## config.mk

```make
export PLATFORM = sky130hd
export DESIGN_NAME = png_chunk_stream_parser_core
export DESIGN_NICKNAME = d
export VERILOG_FILES = /design/src/rtl/pcsp_pkg.sv /design/src/rtl/png_chunk_stream_parser_core.sv /design/src/rtl/pcsp_crc.sv /design/src/rtl/pcsp_ctrl.sv /design/src/rtl/pcsp_obuf.sv
export SDC_FILE = /design/constraint.sdc
export NUM_CORES = 1
export LEC_CHECK = 0
export ABC_CLOCK_PERIOD_IN_PS = 12020
export BUFFER_PORTS_ARGS = -buffer_cell sky130_fd_sc_hd__buf_2
export CAP_MARGIN = 15
export CORE_ASPECT_RATIO = 1.4
export CORE_MARGIN = 10
export CORE_UTILIZATION = 35
export CTS_CLUSTER_SIZE = 14
export DETAILED_ROUTE_END_ITERATION = 10
export HOLD_SLACK_MARGIN = 0.06
export SLEW_MARGIN = 20
export SYNTH_ARGS = -nofsm -noshare
export SYNTH_HDL_FRONTEND = slang
export SYNTH_SLANG_ARGS = --single-unit
export TNS_END_PERCENT = 5
```

## constraint.sdc

```tcl
create_clock -name clk_i -period 12.02 [get_ports clk_i]
set_clock_uncertainty 0.1 [all_clocks]
set_input_delay 0.601 -clock clk_i [delete_from_list [all_inputs] [get_ports clk_i]]
set_output_delay 0.601 -clock clk_i [all_outputs]
set_load 0.05 [all_outputs]
```

## src/rtl/pcsp_pkg.sv

```systemverilog
// ----------------------------------------------------------------------------
// pcsp_pkg: shared types, constants and functions
// Phase and chunk code enums, result record, PNG signature bytes and the
// byte-wide CRC-32 update used by the chunk stream parser.
// ----------------------------------------------------------------------------
package pcsp_pkg;

  // Parser phases
  typedef enum logic [2:0] {
    PH_SIG  = 3'd0,
    PH_LEN  = 3'd1,
    PH_TYPE = 3'd2,
    PH_DATA = 3'd3,
    PH_CRC  = 3'd4,
    PH_DEAD = 3'd5
  } phase_e;

  // Chunk codes as reported on the result stream
  typedef enum logic [1:0] {
    CODE_TEXT  = 2'd0,
    CODE_ZTXT  = 2'd1,
    CODE_TIME  = 2'd2,
    CODE_OTHER = 2'd3
  } code_e;

  // Result kinds
  localparam logic [2:0] KIND_KEY     = 3'd0;
  localparam logic [2:0] KIND_VALUE   = 3'd1;
  localparam logic [2:0] KIND_ZBYTE   = 3'd2;
  localparam logic [2:0] KIND_VERDICT = 3'd3;
  localparam logic [2:0] KIND_BADSIG  = 3'd4;

  // Chunk type words, big-endian ASCII
  localparam logic [31:0] TYPE_TEXT = 32'h7445_5874;
  localparam logic [31:0] TYPE_ZTXT = 32'h7a54_5874;
  localparam logic [31:0] TYPE_TIME = 32'h7449_4d45;

  localparam logic [31:0] CRC_POLY = 32'hEDB8_8320;
  localparam logic [31:0] CRC_INIT = 32'hFFFF_FFFF;

  localparam int unsigned TIME_BYTES = 7;

  // File signature
  localparam logic [7:0] SIG_BYTES [8] = '{
    8'h89, 8'h50, 8'h4e, 8'h47, 8'h0d, 8'h0a, 8'h1a, 8'h0a
  };

  // One result item
  typedef struct packed {
    logic [2:0]  kind;
    logic [7:0]  out_byte;
    logic [1:0]  chunk_code;
    logic        crc_ok;
    logic [15:0] year;
    logic [7:0]  month;
    logic [7:0]  day;
    logic [7:0]  hour;
    logic [7:0]  minute;
    logic [7:0]  second;
  } result_t;

  // CRC register control from the parser
  typedef struct packed {
    logic init;
    logic upd;
  } crc_ctl_t;

  // Parser status seen by the top level
  typedef struct packed {
    phase_e phase;
  } ctrl_stat_t;

  // Map a type word to its chunk code
  function automatic code_e type_code(logic [31:0] t);
    code_e c;
    if (t == TYPE_TEXT)      c = CODE_TEXT;
    else if (t == TYPE_ZTXT) c = CODE_ZTXT;
    else if (t == TYPE_TIME) c = CODE_TIME;
    else                     c = CODE_OTHER;
    return c;
  endfunction

  // Reflected CRC-32 over one byte, eight XOR stages
  function automatic logic [31:0] crc32_byte(logic [31:0] crc, logic [7:0] b);
    logic [31:0] c;
    c = crc ^ {24'd0, b};
    for (int k = 0; k < 8; k++) begin
      c = c[0] ? ((c >> 1) ^ CRC_POLY) : (c >> 1);
    end
    return c;
  endfunction

endpackage

```

## src/rtl/png_chunk_stream_parser_core.sv

```systemverilog
// ----------------------------------------------------------------------------
// png_chunk_stream_parser_core: PNG chunk stream parser with CRC-32 check
// Checks the file signature, parses chunks, streams tEXt/zTXt text bytes
// and reports a CRC verdict (with timestamp for tIME) per chunk of interest.
//
//   channel   dir  tdata                                   tuser
//   s_axis    in   [7:0] data_byte                         -
//   m_axis    out  out_byte, chunk_code, crc_ok, year,     [2:0] kind
//                  month, day, hour, minute, second
//
// One byte is taken per clock while the result buffer is not full; each
// byte yields zero or one result, registered in the buffer before m_axis.
// s_axis_tready drops only while both result buffer slots are occupied.
// Reset clears the parser to the signature phase and empties the buffer.
// After a bad signature all bytes are taken and dropped until reset.
// ----------------------------------------------------------------------------
module png_chunk_stream_parser_core
  import pcsp_pkg::*;
(
  input  logic        clk_i,
  input  logic        rst_ni,
  input  logic        s_axis_tvalid,
  output logic        s_axis_tready,
  input  logic [7:0]  s_axis_tdata,   // [7:0] data_byte
  output logic        m_axis_tvalid,
  input  logic        m_axis_tready,
  // [7:0] out_byte, [9:8] chunk_code, [10] crc_ok, [26:11] year,
  // [34:27] month, [42:35] day, [50:43] hour, [58:51] minute,
  // [66:59] second, [71:67] zero
  output logic [71:0] m_axis_tdata,
  output logic [2:0]  m_axis_tuser    // [2:0] kind
);

  logic       acc;
  logic       buf_full;
  logic       res_valid;
  result_t    res;
  result_t    head;
  crc_ctl_t   crc_ctl;
  ctrl_stat_t stat;
  logic [31:0] crc;

  assign s_axis_tready = ~buf_full;
  assign acc           = s_axis_tvalid & s_axis_tready;

  pcsp_crc u_crc (
    .clk_i  (clk_i),
    .rst_ni (rst_ni),
    .ctl_i  (crc_ctl),
    .byte_i (s_axis_tdata),
    .crc_o  (crc)
  );

  pcsp_ctrl u_ctrl (
    .clk_i       (clk_i),
    .rst_ni      (rst_ni),
    .acc_i       (acc),
    .byte_i      (s_axis_tdata),
    .crc_i       (crc),
    .crc_ctl_o   (crc_ctl),
    .res_valid_o (res_valid),
    .res_o       (res),
    .stat_o      (stat)
  );

  pcsp_obuf u_obuf (
    .clk_i     (clk_i),
    .rst_ni    (rst_ni),
    .wr_i      (res_valid),
    .wr_data_i (res),
    .full_o    (buf_full),
    .valid_o   (m_axis_tvalid),
    .rd_i      (m_axis_tready),
    .rd_data_o (head)
  );

  // output packing
  assign m_axis_tuser = head.kind;
  assign m_axis_tdata = {5'd0, head.second, head.minute, head.hour, head.day,
                         head.month, head.year, head.crc_ok, head.chunk_code,
                         head.out_byte};

`ifndef SYNTH
  // nothing is produced once the signature has failed
  a_dead_silent: assert property (@(posedge clk_i) disable iff (!rst_ni)
    (stat.phase == PH_DEAD) |-> !res_valid)
    else $error("result produced after bad signature");

  // a bad signature report moves the parser to the dead phase
  a_badsig_dead: assert property (@(posedge clk_i) disable iff (!rst_ni)
    (res_valid && res.kind == KIND_BADSIG) |=> (stat.phase == PH_DEAD))
    else $error("bad signature without dead phase");

  // input stall only when results are pending
  a_stall_pending: assert property (@(posedge clk_i) disable iff (!rst_ni)
    !s_axis_tready |-> m_axis_tvalid)
    else $error("input stalled with empty result buffer");

  // the CRC register is only touched on accepted bytes
  a_crc_on_acc: assert property (@(posedge clk_i) disable iff (!rst_ni)
    (crc_ctl.init || crc_ctl.upd) |-> acc)
    else $error("CRC changed without a transfer");
`endif

endmodule

```

## src/rtl/pcsp_crc.sv

```systemverilog
// ----------------------------------------------------------------------------
// pcsp_crc: running CRC-32 register
// Preset to all ones on init, folds in one byte per update.
// ----------------------------------------------------------------------------
module pcsp_crc
  import pcsp_pkg::*;
(
  input  logic        clk_i,
  input  logic        rst_ni,
  input  crc_ctl_t    ctl_i,
  input  logic [7:0]  byte_i,
  output logic [31:0] crc_o
);

  logic [31:0] crc_q;
  logic [31:0] crc_d;

  // next CRC value
  always_comb begin
    priority if (ctl_i.init) begin
      crc_d = CRC_INIT;
    end else if (ctl_i.upd) begin
      crc_d = crc32_byte(crc_q, byte_i);
    end else begin
      crc_d = crc_q;
    end
  end

  always_ff @(posedge clk_i or negedge rst_ni) begin
    if (!rst_ni) begin
      crc_q <= CRC_INIT;
    end else begin
      crc_q <= crc_d;
    end
  end

  assign crc_o = crc_q;

endmodule

```

## src/rtl/pcsp_ctrl.sv

```systemverilog
// ----------------------------------------------------------------------------
// pcsp_ctrl: chunk parser state machine
// Walks signature, length, type, data and CRC fields one byte per transfer,
// and builds at most one result per accepted byte.
// ----------------------------------------------------------------------------
module pcsp_ctrl
  import pcsp_pkg::*;
(
  input  logic        clk_i,
  input  logic        rst_ni,
  input  logic        acc_i,
  input  logic [7:0]  byte_i,
  input  logic [31:0] crc_i,
  output crc_ctl_t    crc_ctl_o,
  output logic        res_valid_o,
  output result_t     res_o,
  output ctrl_stat_t  stat_o
);

  phase_e      phase_q, phase_d;
  logic [2:0]  sig_idx_q, sig_idx_d;
  logic [30:0] cnt_q, cnt_d;
  logic [30:0] len_q, len_d;
  logic [23:0] type_q, type_d;
  code_e       code_q, code_d;
  logic [23:0] rcv_q, rcv_d;
  logic        sep_q, sep_d;
  logic        meth_q, meth_d;
  logic [7:0]  time_q [TIME_BYTES];

  logic [30:0] cnt_inc;
  logic        quad_last;
  logic        data_last;
  logic        sig_bad;
  logic [31:0] type_full;
  logic        time_clr;
  logic        time_wr;

  assign cnt_inc   = cnt_q + 31'd1;
  assign quad_last = (cnt_q[1:0] == 2'd3);
  assign data_last = (cnt_inc >= len_q);
  assign sig_bad   = (byte_i != SIG_BYTES[sig_idx_q]);
  assign type_full = {type_q, byte_i};

  // next phase
  always_comb begin
    phase_d = phase_q;
    if (acc_i) begin
      unique case (phase_q)
        PH_SIG: begin
          if (sig_bad) phase_d = PH_DEAD;
          else if (sig_idx_q == 3'd7) phase_d = PH_LEN;
        end
        PH_LEN: begin
          if (quad_last) phase_d = PH_TYPE;
        end
        PH_TYPE: begin
          if (quad_last) phase_d = (len_q == 31'd0) ? PH_CRC : PH_DATA;
        end
        PH_DATA: begin
          if (data_last) phase_d = PH_CRC;
        end
        PH_CRC: begin
          if (quad_last) phase_d = PH_LEN;
        end
        PH_DEAD: phase_d = PH_DEAD;
        default: phase_d = PH_DEAD;
      endcase
    end
  end

  // datapath updates and result
  always_comb begin
    sig_idx_d   = sig_idx_q;
    cnt_d       = cnt_q;
    len_d       = len_q;
    type_d      = type_q;
    code_d      = code_q;
    rcv_d       = rcv_q;
    sep_d       = sep_q;
    meth_d      = meth_q;
    time_clr    = 1'b0;
    time_wr     = 1'b0;
    crc_ctl_o   = '0;
    res_valid_o = 1'b0;
    res_o       = '0;
    if (acc_i) begin
      unique case (phase_q)
        PH_SIG: begin
          if (sig_bad) begin
            res_valid_o = 1'b1;
            res_o.kind   = KIND_BADSIG;
          end else if (sig_idx_q == 3'd7) begin
            sig_idx_d = 3'd0;
            cnt_d     = '0;
          end else begin
            sig_idx_d = sig_idx_q + 3'd1;
          end
        end
        PH_LEN: begin
          len_d = {len_q[22:0], byte_i};
          if (quad_last) begin
            cnt_d          = '0;
            crc_ctl_o.init = 1'b1;
          end else begin
            cnt_d = cnt_inc;
          end
        end
        PH_TYPE: begin
          type_d        = type_full[23:0];
          crc_ctl_o.upd = 1'b1;
          if (quad_last) begin
            cnt_d    = '0;
            sep_d    = 1'b0;
            meth_d   = 1'b0;
            code_d   = type_code(type_full);
            time_clr = (type_code(type_full) == CODE_TIME);
          end else begin
            cnt_d = cnt_inc;
          end
        end
        PH_DATA: begin
          crc_ctl_o.upd = 1'b1;
          cnt_d         = data_last ? '0 : cnt_inc;
          if (code_q == CODE_TEXT || code_q == CODE_ZTXT) begin
            if (!sep_q) begin
              if (byte_i == 8'd0) begin
                sep_d = 1'b1;
              end else begin
                res_valid_o      = 1'b1;
                res_o.kind       = KIND_KEY;
                res_o.out_byte   = byte_i;
                res_o.chunk_code = code_q;
              end
            end else if (code_q == CODE_ZTXT && !meth_q) begin
              meth_d = 1'b1;
            end else begin
              res_valid_o      = 1'b1;
              res_o.kind       = (code_q == CODE_TEXT) ? KIND_VALUE : KIND_ZBYTE;
              res_o.out_byte   = byte_i;
              res_o.chunk_code = code_q;
            end
          end else if (code_q == CODE_TIME) begin
            time_wr = (cnt_q < 31'(TIME_BYTES));
          end
        end
        PH_CRC: begin
          rcv_d = {rcv_q[15:0], byte_i};
          if (quad_last) begin
            cnt_d = '0;
            if (code_q != CODE_OTHER) begin
              res_valid_o      = 1'b1;
              res_o.kind       = KIND_VERDICT;
              res_o.chunk_code = code_q;
              res_o.crc_ok     = ({rcv_q, byte_i} == ~crc_i);
              if (code_q == CODE_TIME) begin
                res_o.year   = {time_q[0], time_q[1]};
                res_o.month  = time_q[2];
                res_o.day    = time_q[3];
                res_o.hour   = time_q[4];
                res_o.minute = time_q[5];
                res_o.second = time_q[6];
              end
            end
          end else begin
            cnt_d = cnt_inc;
          end
        end
        PH_DEAD: begin
          res_valid_o = 1'b0;
        end
        default: begin
          res_valid_o = 1'b0;
        end
      endcase
    end
  end

  // control registers
  always_ff @(posedge clk_i or negedge rst_ni) begin
    if (!rst_ni) begin
      phase_q   <= PH_SIG;
      sig_idx_q <= '0;
      cnt_q     <= '0;
      code_q    <= CODE_OTHER;
      sep_q     <= 1'b0;
      meth_q    <= 1'b0;
    end else begin
      phase_q   <= phase_d;
      sig_idx_q <= sig_idx_d;
      cnt_q     <= cnt_d;
      code_q    <= code_d;
      sep_q     <= sep_d;
      meth_q    <= meth_d;
    end
  end

  // field payload registers
  always_ff @(posedge clk_i) begin
    len_q  <= len_d;
    type_q <= type_d;
    rcv_q  <= rcv_d;
  end

  // tIME buffer: cleared when the type is seen, then filled by position
  always_ff @(posedge clk_i) begin
    for (int i = 0; i < TIME_BYTES; i++) begin
      if (time_clr) begin
        time_q[i] <= 8'd0;
      end else if (time_wr && (cnt_q[2:0] == 3'(i))) begin
        time_q[i] <= byte_i;
      end
    end
  end

  assign stat_o.phase = phase_q;

endmodule

```

## src/rtl/pcsp_obuf.sv

```systemverilog
// ----------------------------------------------------------------------------
// pcsp_obuf: two-entry result buffer
// Holds finished results so the parser keeps taking bytes while the
// downstream side stalls, until both entries are occupied.
// ----------------------------------------------------------------------------
module pcsp_obuf
  import pcsp_pkg::*;
(
  input  logic    clk_i,
  input  logic    rst_ni,
  input  logic    wr_i,
  input  result_t wr_data_i,
  output logic    full_o,
  output logic    valid_o,
  input  logic    rd_i,
  output result_t rd_data_o
);

  result_t    mem_q [2];
  logic       wr_ptr_q, wr_ptr_d;
  logic       rd_ptr_q, rd_ptr_d;
  logic [1:0] cnt_q, cnt_d;
  logic       do_rd;

  assign do_rd = rd_i && (cnt_q != 2'd0);

  // pointers and fill count
  always_comb begin
    wr_ptr_d = wr_i ? ~wr_ptr_q : wr_ptr_q;
    rd_ptr_d = do_rd ? ~rd_ptr_q : rd_ptr_q;
    cnt_d    = cnt_q + {1'b0, wr_i} - {1'b0, do_rd};
  end

  always_ff @(posedge clk_i or negedge rst_ni) begin
    if (!rst_ni) begin
      wr_ptr_q <= 1'b0;
      rd_ptr_q <= 1'b0;
      cnt_q    <= 2'd0;
    end else begin
      wr_ptr_q <= wr_ptr_d;
      rd_ptr_q <= rd_ptr_d;
      cnt_q    <= cnt_d;
    end
  end

  // storage
  always_ff @(posedge clk_i) begin
    if (wr_i) begin
      mem_q[wr_ptr_q] <= wr_data_i;
    end
  end

  assign full_o    = (cnt_q == 2'd2);
  assign valid_o   = (cnt_q != 2'd0);
  assign rd_data_o = mem_q[rd_ptr_q];

endmodule

```

### Yosys cells after proc, flatten, opt, wreduce, memory -nomap -nowiden

Memory sizes are Yosys's and may differ from the RTL's.
Index checks and enable logic that the tools add are counted.

| word-level totals | value |
|---|---|
| memories kept | 3 |
| bits in read-only memories | 64 |
| bits of input ports | 12 |
| word-level logic and storage cells | 218 |
| register bits after elaboration | 156 |
| bits in writable memories | 196 |

Memories:

| name | words | bits a word | read ports | clocked after Yosys merged registers in | write ports | RTL line | text |
|---|---|---|---|---|---|---|---|
| u_obuf.mem_q | 2 | 70 | 1 | 0 | 1 | pcsp_obuf.sv:19 | `result_t mem_q [2];` |
| (name not given) | 8 | 8 | 1 | 0 | 0 | pcsp_ctrl.sv:42 | `assign sig_bad = (byte_i != SIG_BYTES[sig_idx_q]);` |
| u_ctrl.time_q | 7 | 8 | 7 | 0 | 7 | pcsp_ctrl.sv:29 | `logic [7:0] time_q [TIME_BYTES];` |

| cells by class | value |
|---|---|
| equal/unequal tests | 32 |
| bitwise logic cells | 23 |
| add/subtract/negate cells | 4 |
| muxes and demuxes | 109 |
| order comparisons | 3 |
| reductions and logical operators | 31 |

Operators by type and width:

| kind | count |
|---|---|
| $mux W32 | 10 |
| $mux W31 | 4 |
| $mux W59 | 2 |
| $not A13 Y14 | 8 |
| $eq A32 B31 Y1 const B | 3 |
| $pmux W31 S3 | 1 |
| $mux W8 | 10 |
| $mux W70 | 1 |
| $mux W57 | 1 |
| $mux W56 | 1 |
| $mux W1 | 51 |
| $mux W13 | 3 |
| $eq A32 B32 Y1 | 1 |
| $not A32 Y32 | 1 |
| $xor A32 B8 Y32 | 1 |
| $add A31 B1 Y31 const B | 1 |
| $ge A31 B31 Y1 | 1 |
| $logic_not A31 Y1 | 1 |
| $lt A31 B3 Y1 const B | 1 |
| $mux W3 | 10 |
| $mux W2 | 8 |
| $ne A2 B1 Y1 const B | 8 |
| $eq A3 B3 Y1 const B | 5 |
| $pmux W3 S5 | 1 |
| other kinds (34) | 68 |

### Logic depth before layout (Yosys ltp)

Gate-level depths: netlist of the first run.

| logic depth | value |
|---|---|
| depth in word-level cells | 19 |
| depth in mapped cells | 16 |
| gate-level depth less buffers | 15 |

### Cells and area by module

From an unflattened synthesis of the first run, not the netlist that was laid out.

| second synthesis, totals | value |
|---|---|
| cells, all modules | 1296 |
| area, all modules | 17128.9 µm² |

Modules (own cells, without submodules):

| module | instances | sequential area each (µm²) | cells each | area each (µm²) |
|---|---|---|---|---|
| pcsp_ctrl | 1 | 5082.4 | 861 | 9396.5 |
| pcsp_obuf | 1 | 4304.1 | 235 | 5602.9 |
| pcsp_crc | 1 | 840.8 | 192 | 2078.2 |
| png_chunk_stream_parser_core | 1 | 0.0 | 8 | 51.3 |

### Worst setup path before layout of the first run

No wires, ideal clock.

| path | value |
|---|---|
| path type | register to register |
| start | register u_obuf.cnt_q[1] |
| end | register u_crc.crc_q[15], in the netlist u_crc.crc_o[15] |
| setup slack | 6.433 ns |
| clock period less this slack | 5.587 ns |
| data arrival time | 5.393 ns |
| setup time | 0.094 ns |
| stages on the path, launching flop included | 6 |
| required time | 11.826 ns |
| cell sequence | dfrtp_1 > nand2b_1 > nand2_1 > nor4b_1 > nand2_1 > o211ai_1 |

| on the way | value |
|---|---|
| cells in the longest elaborated chain, start to end | 5 |

Ends and longest elaborated chain:

| what | RTL line | text |
|---|---|---|
| from (decl) | pcsp_obuf.sv:22 | `logic [1:0] cnt_q, cnt_d;` |
| from (signal assigned) | pcsp_obuf.sv:42 | `cnt_q <= cnt_d;` |
| $eq A2 B2 Y1 (*) | pcsp_obuf.sv:53 | `assign full_o = (cnt_q == 2'd2);` |
| $not A1 Y1 (*) | png_chunk_stream_parser_core.sv:43 | `assign s_axis_tready = ~buf_full;` |
| via s_axis_tready | png_chunk_stream_parser_core.sv:23 | `output logic s_axis_tready,` |
| $and A1 B1 Y1 (*) | png_chunk_stream_parser_core.sv:44 | `assign acc = s_axis_tvalid & s_axis_tready;` |
| $mux W2 (*) | pcsp_ctrl.sv:87 | `if (acc_i) begin` |
| $mux W32 or $reduce_bool A2 Y1 (tied branches) | n/a |  |
| to (signal assigned) | pcsp_crc.sv:33 | `crc_q <= crc_d;` |
| to (decl) | pcsp_crc.sv:15 | `logic [31:0] crc_q;` |

Mark *: on every way through the listed nets, which the timed path passes. The rest lies on a longest branch.
A chain may end at the register's enable or synchronous reset.

### Worst setup path in the final report of the first run

| path | value |
|---|---|
| start | register u_ctrl.cnt_q[0] |
| end | register u_ctrl.cnt_q[5] |

| on the way | value |
|---|---|
| cells in the longest elaborated chain, start to end | 4 |

Ends and longest elaborated chain:

| what | RTL line | text |
|---|---|---|
| from (decl) | pcsp_ctrl.sv:22 | `logic [30:0] cnt_q, cnt_d;` |
| from (signal assigned) | pcsp_ctrl.sv:191 | `cnt_q <= cnt_d;` |
| $add A31 B1 Y31 | pcsp_ctrl.sv:39 | `assign cnt_inc = cnt_q + 31'd1;` |
| $ge A31 B31 Y1 | pcsp_ctrl.sv:41 | `assign data_last = (cnt_inc >= len_q);` |
| $mux W31 | pcsp_ctrl.sv:124 | `cnt_d = data_last ? '0 : cnt_inc;` |
| $pmux W31 S3 (*) | pcsp_ctrl.sv:88 | `unique case (phase_q)` |

Mark *: on every way between the ends. The rest lies on a longest branch, timed or not.

==> flow_metrics.tcl, run 1 <==
set metrics [dict create \
    ant_nets 0 \
    timing.fmax_ghz 0.2079 \
    cp_max_fo 18 \
    tightest_slew_ps 1104 \
    yosysWarnings 0 \
    relSlewSlack 0.2639 \
    wire_per_inst_microns 19.25 \
    syn_inst 1248 \
    row_count 94 \
    clk_pin_slew_ps 60 \
    arrival_ps 5150 \
    gp_congestion 0.9035 \
    ys_seq_area_frac 0.6168 \
    drv_cap 0 \
    status "finished clean" \
    clock_latency_ps 520 \
    grtUsageTotal 0.1320 \
    drt_iter0_markers 548 \
    overflow 0 \
    min_path_type "reg2reg" \
    synth_edf_count 275 \
    coreArea_sq_mm 0.04693 \
    numCtsBuffers 35 \
    n_antenna_cell 0 \
    critPathRequiredTime_ps 12360 \
    post-route-min-period_ps 4810 \
    clkSinkCount 352 \
    via_per_inst 5.013 \
    finalHoldViolCount 0 \
    fill_cells 4385 \
    worst_slack_ps 7210 \
    syn2layout_area_growth_pct 12.52 \
    ff2ff_path_depth 15 \
    fin_nets 1378 \
    io_pins 89 \
    cts-resized-gates 0 \
    cts_tree "done" \
    hold_end "u_ctrl.type_q[23]" \
    ys_ff_latch 352 \
    grt_max_degree 72 \
    dpl_worst_slack_ps 7341 \
    tns_ps 0 \
    dp_hpwl_microns 25280 \
    die-height_microns 277.5 \
    num_vias 9860 \
    drc 0 \
    drv_slew 0 \
    htree_num_levels 2 \
    synth-async-reset-ratio 0.2188 \
    grt_pass1_wl_microns 59380 \
    worst_setup_path_start_kind "flip-flop" \
    rsz0062_at_grt "no" \
    synth.cell_area_sq_mm 0.01658 \
    hp-start "u_ctrl.type_q[15]" \
    dieWidth_microns 204.0 \
    cts_root_buf "clkbuf_16" \
    antenna_found_initial 2 \
    reg2reg_slack_ps 7210 \
    setup-violations-final 0 \
    r2r_start "u_ctrl.cnt_q[0]" \
    leakagePower_nw 7.082 \
    ir_drop_uv 107.3 \
    synthFlopType "edfxtp_1" \
    cts_buffer_depth 3 \
    final_common_cell "edfxtp_1" \
    crit_path_end_kind "flip-flop" \
    p_per_area_mw_per_mm2 231.0 \
    whs_path_depth 0 \
    yosysUniqueCellTypes 70 \
    avgSynthCellArea_sq_um 13.29 \
    post_route_cells_drive_above_1_share 0.2130 \
    first_pass_iters 5 \
    portBuffers 83 \
    r2r_end "u_ctrl.cnt_q[5]" \
    die_area_sq_mm 0.05660 \
    post-route-period-util 0.4002 \
    layout_common_cells "edfxtp_1 (275), buf_2 (82), and2_1 (73), mux2_2 (73), nand2_1 (69)" \
    grt_pass1_vias 10193 \
    critical_path_class "reg2reg" \
    start_util 0.3533 \
    finalWirelength_microns 37870 \
]
==> critical path, cell delays in order (launching register included) <==
cell and delay (ps):
dfrtp_1 440, ha_1 340, and3_2 260, nand4_1 280, nor3_4 360, a21oi_1 130
or2_2 310, ha_1 330, nand4_1 120, nor4_1 90, a222oi_1 430, o2111ai_1 210
o211ai_1 630, buf_4 360, nand2_1 100, o22ai_1 210
==> layer usage <==
layer / up-vias / track usage / routed length (microns)
met4: 2 / 0.04586 / 1053
met2: 194 / 0.2399 / 19930
met3: 65 / 0.01972 / 1437
met1: 4911 / 0.1536 / 15430
li1: 4688 / - / -
met5: - / 0 / 20
==> timing repair <==
| item | in CTS | in global routing |
|---|---|---|
| buffers inserted | 0 | 0 |
| hold endpoints to repair | 11 | 0 |
| endpoints found under the setup margin | 0 | 0 |
| hold buffers | 1 | 0 |
==> cells by family (layout without fill, tap and decap cells) <==
kind of cell    Yosys count  count (layout)  share of synthesized area
simple gates            389             389                     0.1315
xor+xnor                124             124                    0.07274
compound gates          137             137                    0.05690
mux                      77              77                    0.05199
flops                   352             352                     0.6168
other cells               1               5                  0.0002262
fa+ha+maj                47              47                    0.03547
buf+inv                 121             212                    0.03433
==> synth_stat cells, types with 20 or more instances <==
library cell | count | share of area
inv_1 | 56 | 0.013
edfxtp_1 | 275 | 0.50
and2_1 | 73 | 0.028
ha_1 | 47 | 0.035
nor2_1 | 44 | 0.010
a21oi_1 | 37 | 0.011
o21ai_0 | 32 | 0.0097
nor4_1 | 20 | 0.0075
and3_1 | 57 | 0.022
dfstp_2 | 34 | 0.054
mux2_2 | 73 | 0.050
nand3_1 | 21 | 0.0063
clkbuf_1 | 40 | 0.0091
xnor2_1 | 68 | 0.036
xor2_1 | 43 | 0.023
dfrtp_1 | 43 | 0.065
nor3_1 | 37 | 0.011
nand2_1 | 69 | 0.016
==> power breakdown <==
group          internal, W  switching, W  total (W)
Sequential         0.00149      0.000120    0.00161
Clock             0.000606      0.000450    0.00106
Combinational     0.000603       0.00104    0.00165
Total              0.00269       0.00161    0.00431
==> flip-flops by register name (all words and copies together), names as in the netlist <==
| register | flops |
|---|---|
| u_crc.crc_o | 32 |
| u_ctrl.cnt_q | 31 |
| u_ctrl.code_q | 2 |
| u_ctrl.len_q | 31 |
| u_ctrl.meth_q | 1 |
| u_ctrl.rcv_q | 24 |
| u_ctrl.sep_q | 1 |
| u_ctrl.sig_idx_q | 3 |
| u_ctrl.stat_o | 3 |
| u_ctrl.time_q | 56 |
| u_ctrl.type_q | 24 |
| u_obuf.cnt_q | 2 |
| u_obuf.mem_q | 140 |
| u_obuf.rd_ptr_q | 1 |
| u_obuf.wr_ptr_q | 1 |
==> metrics by stage <==
step / total power [W] / cell area, sq um / hold WS [ps] / cells / util
floorplan: 0.002932 / 16600 / 205.4 / 1252 / -
global placement: 0.003278 / 17550 / 328.2 / 1905 / 0.3740
detailed placement: 0.003291 / 17550 / 333.0 / 1905 / 0.3740
CTS: 0.004365 / 18650 / 332.0 / 1967 / 0.3975
global route: 0.004542 / 18660 / 348.3 / 1967 / 0.3976
finish: 0.004310 / 18660 / 339.8 / 1967 / 0.3976
==> how the worst max path moves through the flow <==
stage / startpoint / end / slack, ps / cells after the start
floorplan: u_obuf.cnt_q[1] / u_crc.crc_o[15] / 6430 / 5
global placement: u_ctrl.cnt_q[0] / u_ctrl.cnt_q[3] / 7470 / 16
detailed placement: u_ctrl.cnt_q[0] / u_ctrl.cnt_q[5] / 7340 / 16
CTS: u_ctrl.cnt_q[0] / u_ctrl.cnt_q[5] / 7310 / 16
global route: u_ctrl.cnt_q[0] / u_ctrl.cnt_q[17] / 6910 / 16
finish: u_ctrl.cnt_q[0] / u_ctrl.cnt_q[5] / 7210 / 15
==> cell type report <==
cell class	instances	area (sq um)	area share
clock inverters	14	128.9	0.006908
inverters	56	210.2	0.01127
multi-input cells	779	5837	0.3129
well taps	624	780.7	0.04185
flip-flops and latches	352	10230	0.5483
clock buffers	47	960.9	0.05151
repair buffers	95	510.5	0.02736
Note: power is estimated with default switching activity, not from simulation.
==> run 2: changes to the inputs <==
--- a/config.mk
+++ b/config.mk
@@ -5,7 +5,7 @@
 export SDC_FILE = /design/constraint.sdc
 export NUM_CORES = 1
 export LEC_CHECK = 0
-export ABC_CLOCK_PERIOD_IN_PS = 12020
+export ABC_CLOCK_PERIOD_IN_PS = 4600
 export BUFFER_PORTS_ARGS = -buffer_cell sky130_fd_sc_hd__buf_2
 export CAP_MARGIN = 15
 export CORE_ASPECT_RATIO = 1.4
==> constraint.sdc (replaced) <==
create_clock -name clk_i -period 4.6 [get_ports clk_i]
set_clock_uncertainty 0.1 [all_clocks]
set_input_delay 0.23 -clock clk_i [delete_from_list [all_inputs] [get_ports clk_i]]
set_output_delay 0.23 -clock clk_i [all_outputs]
set_load 0.05 [all_outputs]
==> run 2 against run 1 <==
Design area up 0.47%. Sequential cell count unchanged. Setup slack worse by 6800 ps. Die area unchanged. Routed wire length down 0.46%. Global-route usage down 0.12 points. Total power rose to 2.6 times the previous value. Via count down 0.15%. Register-to-register slack worse by 6800 ps. Sequential power rose to 2.6 times the previous value. Hold slack worse by 230 ps. Largest cell class unchanged. Final cell count up 0.56%.
==> flow_metrics.tcl, run 2 (same netlist as run 1, synthesis figures left out) <==
set metrics [dict create \
    row_count 94 \
    ff2ff_path_depth 15 \
    worstPathCellList "ha_2 -> and3_2 -> nand4_1 -> nor3_4 -> buf_4 -> and3_1 -> xor2_1 -> ha_1 -> nand4_1 -> nor4_1 -> o211ai_1 -> o2111ai_1 -> o21ai_1 -> o31a_1 -> a311o_1" \
    final_cells 1978 \
    drv_cap 0 \
    clock_latency_ps 530 \
    grt_pass1_wl_microns 58730 \
    final_common_cell "edfxtp_1" \
    die_area_sq_mm 0.05660 \
    finalHoldViolCount 0 \
    max_stage_delay_ps 440 \
    post-route-period-util 0.9127 \
    cp-startpoint "u_ctrl.cnt_q[1]" \
    dieWidth_microns 204.0 \
    p_total_w 0.01121 \
    cp_num_buf_inv 1 \
    clkSinkCount 352 \
    cts_tree "done" \
    setup-violations-final 0 \
    layout_common_cells "edfxtp_1 (275), buf_2 (82), and2_1 (73), mux2_2 (73), nand2_1 (69)" \
    crit_path_end_kind "flip-flop" \
    grt_max_degree 77 \
    r2r_end "u_ctrl.stat_o[2]" \
    via_per_inst 4.977 \
    overflow 0 \
    numCtsBuffers 34 \
    critical_path_class "reg2reg" \
    portBuffers 83 \
    grt_pass1_vias 10125 \
    drv_slew 0 \
    gp_congestion 0.8800 \
    fin_util 0.3994 \
    r2r_start "u_ctrl.cnt_q[1]" \
    post-route-min-period_ps 4199 \
    final-seq-area_sq_mm 0.01023 \
    largest_reg_flops 140 \
    dpl_worst_slack_ps 157.2 \
    syn2layout_area_growth_pct 13.05 \
    arrival_ps 4510 \
    grtUsageTotal 0.1308 \
    reg2reg_slack_ps 400 \
    status "finished clean" \
    path_delay_family "simple AND/OR/NAND/NOR gates" \
    ir_drop_uv 352.4 \
    io_pins 89 \
    wire_per_inst_microns 19.06 \
    coreArea_sq_mm 0.04693 \
    clk_pin_slew_ps 70 \
    drc 0 \
    cts_root_buf "clkbuf_16" \
    min_path_type "in2reg" \
    fill_cells 4382 \
    rsz0062_at_grt "no" \
    finalWirelength_microns 37700 \
    crit_path_top_delay_cell "dfrtp_1" \
    worst_slack_ps 401.4 \
    drt_iter0_markers 479 \
    cts_buffer_depth 3 \
    antenna_found_initial 5 \
    die-height_microns 277.5 \
    cts_setup_buffers 0 \
    critPathRequiredTime_ps 4910 \
    cp-endpoint "u_ctrl.stat_o[2]" \
    cp.depth 15 \
    regMostFlops "u_obuf.mem_q" \
    leakagePower_nw 7.133 \
    whs_path_depth 1 \
    first_pass_iters 5 \
    ant_nets 0 \
    dp_hpwl_microns 25590 \
    p_per_area_mw_per_mm2 597.9 \
    htree_num_levels 2 \
    cp_max_fo 7 \
    placed_cells 1914 \
    worst_setup_path_start_kind "flip-flop" \
    tightest_slew_ps 1116 \
    relSlewSlack 0.2563 \
    timing.fmax_ghz 0.2382 \
    crit_top_cell "nand4_1" \
    multi_input_area_sq_mm 0.005848 \
    start_util 0.3533 \
    fin_nets 1389 \
    n_antenna_cell 0 \
    num_vias 9845 \
    post_route_cells_drive_above_1_share 0.2186 \
]
-- run 2: cell count changes in the layout (fill, tap and decap cells not counted), moves of 2 or more --
cell / before / now
dlygate4sd3_1: 1 / 4
clkinv_1: 5 / 2
clkinv_2: 2 / 4
clkbuf_1: 8 / 10
buf_4: 12 / 18
-- run 2: worst reg2reg max path: stages, from the launching register on --
cell and delay, ps:
dfrtp_1 440, ha_2 300, and3_2 240, nand4_1 190, nor3_4 200, buf_4 170, and3_1 170, xor2_1 230
ha_1 210, nand4_1 160, nor4_1 400, o211ai_1 150, o2111ai_1 280, o21ai_1 240, o31a_1 300, a311o_1 320
-- run 2: timing repair --
action,CTS,global route
resized for setup,0,2
hold buffers,4,0
endpoints found under the hold margin,47,0
setup endpoints to repair,0,10
-- run 2: cell type report --
| cell class | instances | area share |
|---|---|---|
| Inverter | 56 | 0.01121 |
| Timing Repair Buffer | 107 | 0.03371 |
| Multi-Input combinational cell | 779 | 0.3120 |
| Tap cell | 624 | 0.04165 |
| Clock buffer | 47 | 0.04960 |
| Sequential cell | 352 | 0.5457 |
| Clock inverter | 13 | 0.006141 |
-- run 2: per-layer routing --
metal / part of all wire / track usage / up-vias
met5: 0.0015 / 0 / -
met4: 0.029 / 0.04986 / 10
met3: 0.043 / 0.02263 / 74
met2: 0.53 / 0.2370 / 180
met1: 0.40 / 0.1492 / 4868
li1: - / - / 4713
-- run 2: metrics by stage --
| stage | hold slack (ps) | area, sq um | setup TNS (ps) |
|---|---|---|---|
| 5_1_grt | 112.4 | 18740 | 0 |
| 2_1_floorplan | -165.6 | 16600 | -91530 |
| 6_report | 112.8 | 18740 | 0 |
| 3_3_place_gp | -73.25 | 17630 | 0 |
| 4_1_cts | 115.1 | 18730 | 0 |
| 3_5_place_dp | -73.26 | 17650 | 0 |
-- run 2: how the worst min path moves through the flow --
stage | from | to
after floorplan | rst_ni | u_ctrl.cnt_q[0]
after global placement | rst_ni | u_ctrl.cnt_q[21]
after detailed placement | rst_ni | u_ctrl.cnt_q[21]
after CTS | s_axis_tdata[3] | u_ctrl.rcv_q[3]
after global routing | s_axis_tdata[3] | u_ctrl.rcv_q[3]
final | s_axis_tdata[3] | u_ctrl.rcv_q[3]
-- run 2: where the power goes --
group	total, W	switching, W	internal [W]
sequential	0.00420	0.000320	0.00388
clock	0.00267	0.00119	0.00148
combinational	0.00434	0.00274	0.00159
==> run 3: changes to the inputs <==
--- a/config.mk
+++ b/config.mk
@@ -17,5 +17,6 @@
 export SLEW_MARGIN = 20
 export SYNTH_ARGS = -nofsm -noshare
 export SYNTH_HDL_FRONTEND = slang
+export SYNTH_HIERARCHICAL = 1
 export SYNTH_SLANG_ARGS = --single-unit
 export TNS_END_PERCENT = 5
==> run 3 against run 2 <==
Largest cell class unchanged. Critical path type unchanged. Synthesized cell count is 3.8% higher. Setup slack worse by 79 ps. Non-clock buffer count is 9 higher. Global-route usage is 0.32 points higher. Combinational power is 4.8% higher. Final cell count is 3.5% higher. Register-to-register slack worse by 80 ps. Count of clock-buffer cells in the layout is 5 higher. Highest routed layer is now met4.
==> flow_metrics.tcl, run 3 <==
set metrics [dict create \
    status "finished clean" \
    rsz0062_at_grt "yes" \
    worstPathCellList "ha_2 -> inv_1 -> nor3_1 -> buf_4 -> and3_1 -> and3_1 -> nand3_1 -> xor2_1 -> inv_1 -> ha_1 -> and3_1 -> nand3_1 -> or3_1 -> a211oi_1 -> a211oi_2 -> buf_4 -> a21oi_4 -> buf_4 -> o21ai_0" \
    synthTopCellsByCount "edfxtp_1 (275), and2_1 (75), and3_1 (73)" \
    finalHoldViolCount 0 \
    max_stage_delay_ps 460 \
    min_path_type "in2reg" \
    ir_drop_uv 277.7 \
    critical_path_class "reg2reg" \
    first_pass_iters 6 \
    yosysUniqueCellTypes 73 \
    p_per_area_mw_per_mm2 613.6 \
    die-height_microns 281.8 \
    htree_num_levels 2 \
    grt_max_degree 62 \
    drv_cap 0 \
    synth-async-reset-ratio 0.2188 \
    yosysWarnings 6 \
    dieWidth_microns 207.0 \
    reg2reg_slack_ps 320 \
    crit_path_end_kind "flip-flop" \
    maxUsedRoutingLayer "met4" \
    yosys.area.top_type "edfxtp_1" \
    syn_inst 1296 \
    relSlewSlack 0.1780 \
    die_area_sq_mm 0.05831 \
    n_antenna_cell 0 \
    via_per_inst 5.012 \
    gp_congestion 0.8510 \
    tightest_slew_ps 1230 \
    wire_per_inst_microns 19.31 \
    ys_ff_latch 352 \
    grt_pass1_wl_microns 61150 \
    post-route-min-period_ps 4278 \
    antenna_found_initial 2 \
    drt_iter0_markers 584 \
    largest_reg_flops 140 \
    arrival_ps 4580 \
    synth_area_leaders "edfxtp_1 (48%), dfrtp_1 (6.3%), mux2_4 (6.0%)" \
    crit_path_top_delay_cell "dfrtp_1" \
    critPathRequiredTime_ps 4900 \
    num_vias 10264 \
    leakagePower_nw 8.038 \
    layout_common_cells "edfxtp_1 (275), buf_2 (82), and2_1 (74), and3_1 (73), nand2_1 (71)" \
    cts_buffer_depth 3 \
    synthFlopType "edfxtp_1" \
    grt_pass1_vias 10479 \
    synth_edf_count 275 \
    ys_seq_area_frac 0.5971 \
    syn2layout_area_growth_pct 13.52 \
    drc 0 \
    start_util 0.3549 \
    clock_latency_ps 550 \
    wl_met3_microns 1837 \
    fin_nets 1446 \
    clkSinkCount 352 \
    timing.fmax_ghz 0.2338 \
    cts_tree "done" \
    portBuffers 83 \
    worst_setup_path_start_kind "flip-flop" \
    grtUsageTotal 0.1340 \
    overflow 0 \
    post_route_cells_drive_above_1_share 0.2285 \
    finalWirelength_microns 39550 \
    routed-wl-met2_microns 20870 \
    regMostFlops "u_obuf/mem_q" \
    post-route-period-util 0.9300 \
    hold_slack_ps 148.8 \
    dp_hpwl_microns 27350 \
    cts_root_buf "clkbuf_16" \
    met1_length_microns 15440 \
    final_common_cell "edfxtp_1" \
    numCtsBuffers 36 \
    setup-violations-final 0 \
    drv_slew 0 \
    clk_pin_slew_ps 70 \
    cp_max_fo 10 \
    yosysMostFrequentCell "edfxtp_1" \
    synth.top_cell.area_share 0.4821 \
    ant_nets 0 \
    io_pins 89 \
    tns_ps 0 \
    avgSynthCellArea_sq_um 13.22 \
    row_count 95 \
    synth.cell_area_sq_mm 0.01713 \
    coreArea_sq_mm 0.04826 \
]
-- run 3: power breakdown --
group	switching (W)	internal, W	leakage [nW]
registers	0.000485	0.00391	3.64
logic	0.00273	0.00182	3.80
clock network	0.00123	0.00176	0.601
-- run 3: cell type report --
type                       count  area (sq um)
tap                          630         788.3
timing repair buffer         116         685.7
inverter                      66         247.7
sequential                   352         10230
fill                        4515         28810
clock buffer                  52          1041
clock inverter                14         182.7
multi-input combinational    818          6269
-- run 3: critical path: cells and delay by family (launching register included) --
kind                       cells  cell delay, ps
and+or+nand+nor                7            1340
adders and majority gates      2             570
AOI/OAI and AO/OA              4             730
buffers and inverters          5             760
DFF                            1             460
xor gates and xnor gates       1             190
-- run 3: path summary, 6_finish.rpt --
kind | cells past startpoint | start | endpoint
min | 1 | s_axis_tdata[2] | u_ctrl/len_q[2]
min reg2reg | 0 | u_ctrl/type_q[13] | u_ctrl/type_q[21]
max reg2reg | 19 | u_ctrl/cnt_q[0] | u_ctrl/cnt_q[17]
min in group asynchronous | 2 | rst_ni | u_ctrl/cnt_q[7]
max in group asynchronous | 3 | rst_ni | u_ctrl/code_q[0]
max | 19 | u_ctrl/cnt_q[0] | u_ctrl/cnt_q[17]
-- run 3: layer usage --
layer | vias up | GRT usage
met4 | 0 | 0.05603
met1 | 5077 | 0.1510
met2 | 256 | 0.2448
met5 | - | 0
met3 | 76 | 0.01999
li1 | 4855 | -
-- run 3: kinds of logic after synthesis --
family | count (synthesis) | share of synthesized area
AND/OR/NAND/NOR | 417 | 0.1362
flip-flops | 352 | 0.5971
AO/OA/AOI/OAI | 152 | 0.05676
buffers and inverters | 130 | 0.03959
XOR/XNOR | 126 | 0.07429
multiplexers | 74 | 0.06370
adder cells (fa/ha/maj) | 44 | 0.03214
other | 1 | 0.0002189
-- run 3: metrics by stage --
stage                     area, sq um  setup slack, ps  total power (W)  std cells    util
after CTS                       19420            175.0          0.01204       2046  0.4024
final                           19440            321.9          0.01193       2048  0.4029
after global routing            19440           -42.06          0.01254       2048  0.4029
after global placement          18170            277.3         0.008956       1977  0.3764
after floorplan                 17150            280.3         0.008092       1300       -
after detailed placement        18170            206.1         0.009003       1977  0.3764
-- run 3: timing repair --
action	CTS	global route
endpoints found under the hold margin	30	0
gates resized for setup	0	3
setup buffers	0	2
endpoints found under the setup margin	0	26
hold buffers	3	0
